==> src/fraction_arith_reduce_top_defines.svh <==
// Assertion macros shared by the fraction arithmetic block.
// Needs a clock named clk and a synchronous active-high reset named rst in scope.
`ifndef FRACTION_ARITH_REDUCE_TOP_DEFINES_SVH
`define FRACTION_ARITH_REDUCE_TOP_DEFINES_SVH

`ifndef SYNTHESIS

// Same-cycle implication
`define FRAC_ASSERT_IMPL(label, ante, cons) \
  label: assert property (@(posedge clk) disable iff (rst) (ante) |-> (cons)) \
    else $error("fraction_arith_reduce: assertion failed");

// Next-cycle implication
`define FRAC_ASSERT_NEXT(label, ante, cons) \
  label: assert property (@(posedge clk) disable iff (rst) (ante) |=> (cons)) \
    else $error("fraction_arith_reduce: assertion failed");

`else

`define FRAC_ASSERT_IMPL(label, ante, cons)
`define FRAC_ASSERT_NEXT(label, ante, cons)

`endif

`endif

==> src/frac_pkg.sv <==
// Shared types and constants for the fraction arithmetic block.
// No dependencies; imported by the controller, datapath and top level.
`default_nettype none

package frac_pkg;

  localparam int OPERAND_WIDTH_DEF = 16;
  localparam int RAW_WIDTH_DEF     = 2 * OPERAND_WIDTH_DEF + 1;
  localparam int RES_WIDTH         = 32;
  localparam int OP_WIDTH          = 2;

  typedef enum logic [OP_WIDTH-1:0] {
    OP_ADD = 2'd0,
    OP_SUB = 2'd1,
    OP_MUL = 2'd2,
    OP_DIV = 2'd3
  } op_t;

  typedef enum logic [1:0] {
    MUL_T1,
    MUL_T2,
    MUL_RD
  } mul_sel_t;

  typedef enum logic [1:0] {
    DIV_GCD,
    DIV_NUM,
    DIV_DEN
  } div_src_t;

  typedef enum logic [3:0] {
    ST_IDLE,
    ST_MUL_T1,
    ST_MUL_T2,
    ST_MUL_RD,
    ST_SUM,
    ST_GCD_CHK,
    ST_GCD_WAIT,
    ST_FIN_CHK,
    ST_QN_WAIT,
    ST_QD_WAIT,
    ST_OUT
  } state_t;

  typedef struct packed {
    logic     load_in;
    logic     mul_en;
    mul_sel_t mul_sel;
    logic     load_sum;
    logic     div_start;
    div_src_t div_src;
    logic     gcd_advance;
    logic     cap_num;
    logic     cap_den;
    logic     cap_undef;
    logic     load_out;
  } frac_cmd_t;

  typedef struct packed {
    logic x_zero;
    logic y_zero;
    logic div_done;
    logic out_free;
  } frac_stat_t;

endpackage

`default_nettype wire

==> src/frac_div.sv <==
// Iterative signed divider with truncating quotient and remainder, one bit a cycle.
// Default width from frac_pkg; assertion macros from fraction_arith_reduce_top_defines.svh.
`default_nettype none

`include "fraction_arith_reduce_top_defines.svh"

module frac_div #(
  parameter int DATA_WIDTH = frac_pkg::RAW_WIDTH_DEF
) (
  input  wire logic                         clk,
  input  wire logic                         rst,
  input  wire logic                         start,
  input  wire logic signed [DATA_WIDTH-1:0] dividend,
  input  wire logic signed [DATA_WIDTH-1:0] divisor,
  output logic                              done,
  output logic signed [DATA_WIDTH-1:0]      quotient,
  output logic signed [DATA_WIDTH-1:0]      remainder
);

  localparam int CW = $clog2(DATA_WIDTH);

  logic                  busy;
  logic [CW-1:0]         cnt;
  logic [DATA_WIDTH-1:0] rem;
  logic [DATA_WIDTH-1:0] quo;
  logic [DATA_WIDTH-1:0] dvs;
  logic                  qneg;
  logic                  rneg;

  logic [DATA_WIDTH:0]   shifted;
  logic                  ge;
  logic [DATA_WIDTH:0]   diff;
  logic [DATA_WIDTH-1:0] dvd_mag;
  logic [DATA_WIDTH-1:0] dvs_mag;

  // Magnitudes of the operands
  assign dvd_mag = dividend[DATA_WIDTH-1] ? DATA_WIDTH'(-dividend) : DATA_WIDTH'(dividend);
  assign dvs_mag = divisor[DATA_WIDTH-1]  ? DATA_WIDTH'(-divisor)  : DATA_WIDTH'(divisor);

  // One restoring step
  assign shifted = {rem, quo[DATA_WIDTH-1]};
  assign ge      = shifted >= {1'b0, dvs};
  assign diff    = shifted - {1'b0, dvs};

  // Control: busy flag, bit counter, completion pulse
  always_ff @(posedge clk) begin
    if (rst) begin
      busy <= 1'b0;
      done <= 1'b0;
      cnt  <= '0;
    end else begin
      done <= 1'b0;
      if (start) begin
        busy <= 1'b1;
        cnt  <= '0;
      end else if (busy) begin
        if (cnt == CW'(DATA_WIDTH - 1)) begin
          busy <= 1'b0;
          done <= 1'b1;
        end
        cnt <= cnt + 1'b1;
      end
    end
  end

  // Working registers
  always_ff @(posedge clk) begin
    if (start) begin
      rem  <= '0;
      quo  <= dvd_mag;
      dvs  <= dvs_mag;
      qneg <= dividend[DATA_WIDTH-1] ^ divisor[DATA_WIDTH-1];
      rneg <= dividend[DATA_WIDTH-1];
    end else if (busy) begin
      rem <= ge ? diff[DATA_WIDTH-1:0] : shifted[DATA_WIDTH-1:0];
      quo <= {quo[DATA_WIDTH-2:0], ge};
    end
  end

  // Apply signs: quotient by the operand signs, remainder by the dividend
  assign quotient  = qneg ? -$signed(quo) : $signed(quo);
  assign remainder = rneg ? -$signed(rem) : $signed(rem);

  `FRAC_ASSERT_IMPL(a_start_when_free, start, !busy)
  `FRAC_ASSERT_IMPL(a_rem_below_divisor, done, rem < dvs)
  `FRAC_ASSERT_NEXT(a_done_single, done, !done)

endmodule

`default_nettype wire

==> src/frac_dp.sv <==
// Datapath: operand registers, shared multiplier, cross-product sum, gcd
// registers, divider and output register. Uses frac_pkg and frac_div.
`default_nettype none

module frac_dp #(
  parameter int OPERAND_WIDTH = frac_pkg::OPERAND_WIDTH_DEF
) (
  input  wire logic                            clk,
  input  wire logic                            rst,
  input  wire frac_pkg::frac_cmd_t             cmd,
  output frac_pkg::frac_stat_t                 stat,
  input  wire logic [frac_pkg::OP_WIDTH-1:0]   operation,
  input  wire logic signed [OPERAND_WIDTH-1:0] num_a,
  input  wire logic signed [OPERAND_WIDTH-1:0] den_a,
  input  wire logic signed [OPERAND_WIDTH-1:0] num_b,
  input  wire logic signed [OPERAND_WIDTH-1:0] den_b,
  output logic                                 out_valid,
  input  wire logic                            out_ready,
  output logic signed [frac_pkg::RES_WIDTH-1:0] res_num,
  output logic signed [frac_pkg::RES_WIDTH-1:0] res_den,
  output logic                                 undefined_flag
);

  import frac_pkg::*;

  localparam int PW = 2 * OPERAND_WIDTH;
  localparam int RW = PW + 1;

  op_t                         op;
  logic signed [OPERAND_WIDTH-1:0] na, da, nb, db;
  logic signed [PW-1:0]        t1, t2;
  logic signed [RW-1:0]        rn, rd, x, y;
  logic signed [RES_WIDTH-1:0] qn, qd;
  logic                        undef;

  logic signed [OPERAND_WIDTH-1:0] mul_a, mul_b;
  logic signed [PW-1:0]        prod;
  logic signed [RW-1:0]        sum;
  logic signed [RW-1:0]        div_dvd, div_dvs;
  logic signed [RW-1:0]        div_q, div_r;
  logic                        div_done;

  // Capture the item
  always_ff @(posedge clk) begin
    if (cmd.load_in) begin
      op <= op_t'(operation);
      na <= num_a;
      da <= den_a;
      nb <= num_b;
      db <= den_b;
    end
  end

  // Pick multiplier operands for each product
  always_comb begin
    mul_a = na;
    mul_b = db;
    case (cmd.mul_sel)
      MUL_T1: begin
        mul_a = na;
        mul_b = (op == OP_MUL) ? nb : db;
      end
      MUL_T2: begin
        mul_a = nb;
        mul_b = da;
      end
      MUL_RD: begin
        mul_a = da;
        mul_b = (op == OP_DIV) ? nb : db;
      end
      default: begin
        mul_a = na;
        mul_b = db;
      end
    endcase
  end

  assign prod = mul_a * mul_b;

  // Combine the cross products into the raw numerator
  always_comb begin
    case (op)
      OP_ADD:  sum = RW'(t1) + RW'(t2);
      OP_SUB:  sum = RW'(t1) - RW'(t2);
      default: sum = RW'(t1);
    endcase
  end

  // Products, raw parts and the gcd pair
  always_ff @(posedge clk) begin
    if (cmd.mul_en) begin
      case (cmd.mul_sel)
        MUL_T1:  t1 <= prod;
        MUL_T2:  t2 <= prod;
        MUL_RD:  rd <= RW'(prod);
        default: t1 <= prod;
      endcase
    end
    if (cmd.load_sum) begin
      rn <= sum;
      x  <= sum;
      y  <= rd;
    end else if (cmd.gcd_advance) begin
      x <= y;
      y <= div_r;
    end
  end

  // Divider operand selection
  always_comb begin
    case (cmd.div_src)
      DIV_GCD: begin
        div_dvd = x;
        div_dvs = y;
      end
      DIV_NUM: begin
        div_dvd = rn;
        div_dvs = x;
      end
      DIV_DEN: begin
        div_dvd = rd;
        div_dvs = x;
      end
      default: begin
        div_dvd = x;
        div_dvs = y;
      end
    endcase
  end

  frac_div #(
    .DATA_WIDTH(RW)
  ) u_div (
    .clk       (clk),
    .rst       (rst),
    .start     (cmd.div_start),
    .dividend  (div_dvd),
    .divisor   (div_dvs),
    .done      (div_done),
    .quotient  (div_q),
    .remainder (div_r)
  );

  // Hold the reduced parts, keeping the low result bits
  always_ff @(posedge clk) begin
    if (cmd.cap_undef) begin
      qn    <= '0;
      qd    <= '0;
      undef <= 1'b1;
    end else begin
      if (cmd.cap_num) begin
        qn    <= RES_WIDTH'(div_q);
        undef <= 1'b0;
      end
      if (cmd.cap_den) begin
        qd <= RES_WIDTH'(div_q);
      end
    end
  end

  // Output register
  always_ff @(posedge clk) begin
    if (rst) begin
      out_valid <= 1'b0;
    end else if (cmd.load_out) begin
      out_valid <= 1'b1;
    end else if (out_ready) begin
      out_valid <= 1'b0;
    end
  end

  always_ff @(posedge clk) begin
    if (cmd.load_out) begin
      res_num        <= qn;
      res_den        <= qd;
      undefined_flag <= undef;
    end
  end

  // Status back to the controller
  assign stat.x_zero   = (x == '0);
  assign stat.y_zero   = (y == '0);
  assign stat.div_done = div_done;
  assign stat.out_free = !out_valid || out_ready;

endmodule

`default_nettype wire

==> src/frac_ctrl.sv <==
// Controller: sequences products, Euclid iterations and the final divisions.
// Uses frac_pkg; drives the datapath through frac_cmd_t.
`default_nettype none

module frac_ctrl (
  input  wire logic                 clk,
  input  wire logic                 rst,
  input  wire logic                 in_valid,
  output logic                      in_ready,
  input  wire frac_pkg::frac_stat_t stat,
  output frac_pkg::frac_cmd_t       cmd
);

  import frac_pkg::*;

  state_t state, state_next;

  // State register
  always_ff @(posedge clk) begin
    if (rst) begin
      state <= ST_IDLE;
    end else begin
      state <= state_next;
    end
  end

  // Next state and commands
  always_comb begin
    state_next      = state;
    in_ready        = 1'b0;
    cmd             = '0;
    cmd.mul_sel     = MUL_T1;
    cmd.div_src     = DIV_GCD;
    case (state)
      ST_IDLE: begin
        in_ready = 1'b1;
        if (in_valid) begin
          cmd.load_in = 1'b1;
          state_next  = ST_MUL_T1;
        end
      end
      ST_MUL_T1: begin
        cmd.mul_en  = 1'b1;
        cmd.mul_sel = MUL_T1;
        state_next  = ST_MUL_T2;
      end
      ST_MUL_T2: begin
        cmd.mul_en  = 1'b1;
        cmd.mul_sel = MUL_T2;
        state_next  = ST_MUL_RD;
      end
      ST_MUL_RD: begin
        cmd.mul_en  = 1'b1;
        cmd.mul_sel = MUL_RD;
        state_next  = ST_SUM;
      end
      ST_SUM: begin
        cmd.load_sum = 1'b1;
        state_next   = ST_GCD_CHK;
      end
      ST_GCD_CHK: begin
        if (stat.y_zero) begin
          state_next = ST_FIN_CHK;
        end else begin
          cmd.div_start = 1'b1;
          cmd.div_src   = DIV_GCD;
          state_next    = ST_GCD_WAIT;
        end
      end
      ST_GCD_WAIT: begin
        if (stat.div_done) begin
          cmd.gcd_advance = 1'b1;
          state_next      = ST_GCD_CHK;
        end
      end
      ST_FIN_CHK: begin
        if (stat.x_zero) begin
          cmd.cap_undef = 1'b1;
          state_next    = ST_OUT;
        end else begin
          cmd.div_start = 1'b1;
          cmd.div_src   = DIV_NUM;
          state_next    = ST_QN_WAIT;
        end
      end
      ST_QN_WAIT: begin
        cmd.div_src = DIV_DEN;
        if (stat.div_done) begin
          cmd.cap_num   = 1'b1;
          cmd.div_start = 1'b1;
          state_next    = ST_QD_WAIT;
        end
      end
      ST_QD_WAIT: begin
        if (stat.div_done) begin
          cmd.cap_den = 1'b1;
          state_next  = ST_OUT;
        end
      end
      ST_OUT: begin
        if (stat.out_free) begin
          cmd.load_out = 1'b1;
          state_next   = ST_IDLE;
        end
      end
      default: begin
        state_next = ST_IDLE;
      end
    endcase
  end

endmodule

`default_nettype wire

==> src/fraction_arith_reduce_top.sv <==
// Signed fraction add/subtract/multiply/divide with Euclid gcd reduction.
//
// Input channel: in_valid/in_ready with operation (0 add, 1 subtract,
// 2 multiply, 3 divide) and the two fractions num_a/den_a, num_b/den_b.
// Output channel: out_valid/out_ready with res_num, res_den and
// undefined_flag (set, with both parts zero, when the raw numerator and
// denominator are both zero). Signs of the result follow the truncating gcd.
// One item at a time. Every Euclid remainder step and both final divisions
// go through one shared divider, 2 * OPERAND_WIDTH + 1 bits wide, that
// retires one quotient bit a cycle.
// The result waits in an output register: the next item is accepted while
// it is unread, and only the final hand-over stalls on the receiver.
// Reset empties the output register and returns the controller to idle.
`default_nettype none

module fraction_arith_reduce_top #(
  parameter int OPERAND_WIDTH = frac_pkg::OPERAND_WIDTH_DEF
) (
  input  wire logic                              clk,
  input  wire logic                              rst,
  input  wire logic                              in_valid,
  output logic                                   in_ready,
  input  wire logic [frac_pkg::OP_WIDTH-1:0]     operation,
  input  wire logic signed [OPERAND_WIDTH-1:0]   num_a,
  input  wire logic signed [OPERAND_WIDTH-1:0]   den_a,
  input  wire logic signed [OPERAND_WIDTH-1:0]   num_b,
  input  wire logic signed [OPERAND_WIDTH-1:0]   den_b,
  output logic                                   out_valid,
  input  wire logic                              out_ready,
  output logic signed [frac_pkg::RES_WIDTH-1:0]  res_num,
  output logic signed [frac_pkg::RES_WIDTH-1:0]  res_den,
  output logic                                   undefined_flag
);

  import frac_pkg::*;

  frac_cmd_t  cmd;
  frac_stat_t stat;

  frac_ctrl u_ctrl (
    .clk      (clk),
    .rst      (rst),
    .in_valid (in_valid),
    .in_ready (in_ready),
    .stat     (stat),
    .cmd      (cmd)
  );

  frac_dp #(
    .OPERAND_WIDTH(OPERAND_WIDTH)
  ) u_dp (
    .clk            (clk),
    .rst            (rst),
    .cmd            (cmd),
    .stat           (stat),
    .operation      (operation),
    .num_a          (num_a),
    .den_a          (den_a),
    .num_b          (num_b),
    .den_b          (den_b),
    .out_valid      (out_valid),
    .out_ready      (out_ready),
    .res_num        (res_num),
    .res_den        (res_den),
    .undefined_flag (undefined_flag)
  );

endmodule

`default_nettype wire
==> config.mk <==
export PLATFORM = sky130hd
export DESIGN_NAME = fraction_arith_reduce_top
export DESIGN_NICKNAME = d
export VERILOG_FILES = /design/src/frac_pkg.sv /design/src/frac_div.sv /design/src/frac_dp.sv /design/src/frac_ctrl.sv /design/src/fraction_arith_reduce_top.sv
export VERILOG_INCLUDE_DIRS = /design/src /design/src/src
export SDC_FILE = /design/constraint.sdc
export NUM_CORES = 2
export LEC_CHECK = 0
export BUFFER_PORTS_ARGS = -buffer_cell sky130_fd_sc_hd__buf_2
export CAP_MARGIN = 20
export CORE_UTILIZATION = 64
export CTS_CLUSTER_SIZE = 14
export DETAILED_ROUTE_END_ITERATION = 8
export PLACE_DENSITY = 0.89
export RECOVER_POWER = 25
export REMOVE_ABC_BUFFERS = 1
export SYNTH_ARGS = -nofsm -noshare
export SYNTH_HDL_FRONTEND = slang
export SYNTH_SLANG_ARGS = --single-unit
==> constraint.sdc <==
create_clock -name clk -period 18.45 [get_ports clk]
set_clock_uncertainty 0.2 [all_clocks]
set_input_delay 0 -clock clk [delete_from_list [all_inputs] [get_ports clk]]
set_output_delay 0 -clock clk [all_outputs]
set_load 0.005 [all_outputs]
==> impl_table.tex <==
\begin{tabular}{lr}
\hline
Metric & Value \\
\hline
\multicolumn{2}{l}{\textbf{Worst setup path}} \\
\quad Largest incremental delay on the critical path & 1.91 ns \\
\quad R2r setup slk & 6.95 ns \\
\quad Crit Reg-Reg Endpoint & u\_dp.rd[31] \\
\quad Data arrival time of the critical path & 11.64 ns \\
\quad Setup crit end & u\_dp.rd[31] \\
\quad Cell with the most instances on the worst path & fa\_1 \\
\quad Data required, critical path & $\sim$19 ns \\
\quad Largest fanout on the critical path & 63 \\
\quad Critical R2R Launch & u\_dp.op[1] \\
\quad Crit path capture type & register \\
\quad CP Launch Point & u\_dp.op[1] \\
\quad Count of cells along the worst register-to-register path & 29 \\
\quad Critical path startpoint category & register \\
\quad Cell with the largest stage delay on the worst path & clkbuf\_1 \\
\quad Critical Setup Path Class & register to register \\
\multicolumn{2}{l}{\textbf{Finish}} \\
\quad Number of antenna diodes & 0 \\
\quad Growth of design area from synthesis to finish & 11.73\% \\
\quad Final net count & 4393 \\
\quad Fill cell total of the finished layout & roughly 3800 \\
\quad Finished Cell Area & 40950 um\^{}2 \\
\quad Fraction of layout instances using a drive strength above 1 & 6.804\% \\
\multicolumn{2}{l}{\textbf{Synth}} \\
\quad Commonest cells post-synth & nand2\_1 (401), edfxtp\_1 (394), inv\_1 (393) \\
\quad Number of enable-type register cells in the synthesized netlist & approximately 390 \\
\quad Number of distinct standard cells referenced by the synthesized netlist & 93 \\
\quad Post-synthesis cell type with the largest combined area & edfxtp\_1 \\
\quad Cell with the most instances after synthesis & nand2\_1 \\
\quad Register area share after synthesis & between 30\% and 40\% \\
\quad Cell count after synthesis & 3687 \\
\quad Top-area cell type share of the netlist area & 32.28\% \\
\quad Flip-flop and latch count after synthesis & between 500 and 600 \\
\quad Syn Std Cell Area & 36650 um\^{}2 \\
\quad Avg Inst Size Synth & between 9 and 10 um\^{}2 \\
\quad Cell types occupying the most area after synthesis & edfxtp\_1 (32\%), fa\_1 (14\%), dfxtp\_1 (6.1\%), ha\_1 (5.6\%), nand2\_1 (4.1\%) \\
\quad Number of warnings issued by yosys & 0 \\
\quad Share of flip-flops with an asynchronous set or reset after synthesis & 0\% \\
\quad Synth Flop Type & edfxtp\_1 \\
\multicolumn{2}{l}{\textbf{STA}} \\
\quad Slew at the pin closest to its max-slew limit & 3.548 ns \\
\quad RSZ-0062 raised after global routing & false \\
\quad Total Negative Setup Slacks & 0 ns \\
\quad Final worst-path cycle share & about 62\% \\
\quad Number of endpoints with negative hold slack in the final report & 0 \\
\quad Max-slew headroom at the worst pin & -136.6\% \\
\quad Count of final setup violators & 0 \\
\quad Number of pins exceeding their max-slew limit in the final report & 165 \\
\quad Fmax & 0.08695 GHz \\
\quad Minimum clock period & between 10 and 15 ns \\
\multicolumn{2}{l}{\textbf{CTS}} \\
\quad Max Buffers Root-to-Sink & 3 \\
\quad CTS root buffer & clkbuf\_16 \\
\quad Total number of H-tree levels & 2 \\
\quad TritonCTS clock tree & yes \\
\quad Number of gates given a new drive strength after cts & 0 \\
\quad Clock net sink count & between 500 and 600 \\
\quad Clk\_lat worst skew & 0.63 ns \\
\quad Number of buffers inserted during clock tree synthesis & 51 \\
\quad Clock slew seen by the registers of the worst setup and hold paths & 0.07 ns \\
\quad Hold bufs inserted after CTS & approximately 140 \\
\quad Post CTS Setup Buffer Count & 0 \\
\multicolumn{2}{l}{\textbf{Routing}} \\
\quad Vias per cell & 6.181 \\
\quad Routed length per placed instance & approximately 20 um \\
\quad Post-detailed-route count of antenna-violating nets & 0 \\
\quad Routed wire length & 95550 um \\
\quad Residual DRC count & 0 \\
\quad Total number of vias & 29020 \\
\quad Starting DRC count in detailed routing & 3067 \\
\quad Detailed Routing Iterations Pass 1 & 6 \\
\multicolumn{2}{l}{\textbf{Global route}} \\
\quad Wire length of the first global-routing pass & 150800 um \\
\quad Total grt overflow & 0 \\
\quad Global-route usage over all layers & 33.02\% \\
\quad Vias in the first global route & 28800 \\
\quad Number of antenna violations at the first check in global routing & 0 \\
\quad Largest net degree at the start of global routing & 107 \\
\multicolumn{2}{l}{\textbf{Die}} \\
\quad IO Count & approximately 140 \\
\quad Die Footprint & 58230 um\^{}2 \\
\quad Cell row count & 87 \\
\quad Floorplan die height & around 240 um \\
\quad Die Span X & 241.3 um \\
\quad Core box area & around 56000 um\^{}2 \\
\quad Effective utilization at floorplan & between 60\% and 70\% \\
\multicolumn{2}{l}{\textbf{Placed design}} \\
\quad Global placement routability congestion & 0.9904 \\
\quad Count of port buffers added during placement & 136 \\
\quad Estimated wirelength of the detail-placed design & 67900 um \\
\quad Cell Area, Placed & 37970 um\^{}2 \\
\multicolumn{2}{l}{\textbf{Flow run}} \\
\quad Max-capacitance violation count & 3 \\
\multicolumn{2}{l}{\textbf{Outcome}} \\
\quad Violations in the final reports & max-capacitance violations, max-slew violations \\
\quad Status & finished with violations \\
\multicolumn{2}{l}{\textbf{Worst hold path}} \\
\quad Worst hold-check path type & input pin to register \\
\hline
\end{tabular}
logic make-up after synthesis:
kind of cell	share of synthesized area [%]
DFF	38.34
muxes	2.342
buffers and inverters	5.889
and+or+nand+nor	13.35
AOI/OAI and AO/OA	14.40
xor gates and xnor gates	5.688
adders and majority gates	19.98
per-layer routing:
metal / vias to the layer above / global-route usage, % / share of wire [%]
li1: 13220 / - / -
met1: 14010 / 40.70 / 38
met2: 1504 / 57.33 / 49
met3: 295 / 3.920 / 7.1
met4: 0 / 16.90 / 5.4
met5: - / 0 / 0
cell usage in the layout, fill, tap and decap left out, types with 24 or more instances in the layout:
| cell type | n |
|---|---|
| o31ai_1 | 35 |
| buf_2 | 66 |
| nor2_1 | 317 |
| ha_1 | 162 |
| nand2b_1 | 50 |
| nor3_1 | 57 |
| a21o_1 | 57 |
| xor2_1 | 131 |
| nor2b_1 | 27 |
| o21ai_0 | 228 |
| fa_1 | 264 |
| buf_4 | 41 |
| xnor2_1 | 107 |
| a211oi_1 | 76 |
| clkbuf_16 | 54 |
| and2_1 | 28 |
| dfxtp_1 | 110 |
| a21oi_1 | 158 |
| dlygate4sd3_1 | 136 |
| mux2i_1 | 52 |
| edfxtp_1 | 394 |
| mux2_2 | 30 |
| nand3_1 | 37 |
| clkbuf_1 | 85 |
| nor4_1 | 24 |
| a31oi_1 | 26 |
| inv_1 | 392 |
| nand2_1 | 401 |
| a22oi_1 | 28 |
| o21a_1 | 26 |
| a221o_1 | 24 |
flip-flops by register name (all words and copies together) (netlist names), 32 cells and up:
| register | cells |
|---|---|
| u_dp.t1 | 32 |
| u_dp.res_den | 32 |
| u_dp.u_div.dvs | 33 |
| u_dp.qd | 32 |
| u_dp.qn | 32 |
| u_dp.rd | 32 |
| u_dp.res_num | 32 |
| u_dp.u_div.rem | 33 |
| u_dp.y | 33 |
| u_dp.u_div.quo | 33 |
| u_dp.rn | 33 |
| u_dp.t2 | 32 |
| u_dp.x | 33 |
final cells by class:
class	count	area [um^2]	share of cell area, %
inverters	395	1484	3.624
well taps	756	945.9	2.310
multi-input cells	2623	20460	49.97
repair buffers	320	2332	5.695
clock inverters	27	232.7	0.5683
flip-flops and latches	505	14050	34.32
clock buffers	69	1438	3.511
critical path: cells and delay by family (launching register included):
| kind | cells | cell delay (ns) |
|---|---|---|
| adders and majority gates | 7 | 3.49 |
| AOI/OAI and AO/OA | 11 | 2.93 |
| buffers and inverters | 6 | 2.38 |
| and+or+nand+nor | 4 | 1.68 |
| DFF | 1 | 0.32 |
| xor gates and xnor gates | 1 | 0.18 |
metrics by stage:
stage	hold WS, ns	cells	util (%)	setup slack (ns)
6_report	0.08876	4695	72.48	6.949
5_1_grt	0.1140	4695	72.48	6.386
4_1_cts	0.03884	4692	72.58	9.139
3_5_place_dp	-0.02192	4460	67.22	9.171
3_3_place_gp	-0.02389	4459	67.20	9.598
2_1_floorplan	-0.1309	3523	-	8.747
worst min path at each step:
stage / depth (start not counted) / slack, ns / startpoint / to
6_report: 3 / 0.09 / rst / u_ctrl.state[3]
5_1_grt: 5 / 0.11 / out_ready / u_ctrl.state[0]
4_1_cts: 5 / 0.04 / out_ready / u_ctrl.state[0]
3_5_place_dp: 1 / -0.02 / den_b[5] / u_dp.db[5]
3_3_place_gp: 1 / -0.02 / num_b[15] / u_dp.nb[15]
2_1_floorplan: 1 / -0.13 / rst / u_dp.out_valid
Power is left out: the tool's default activity adds up to more than one toggle a clock period on the data nets, which glitch-free logic cannot reach.
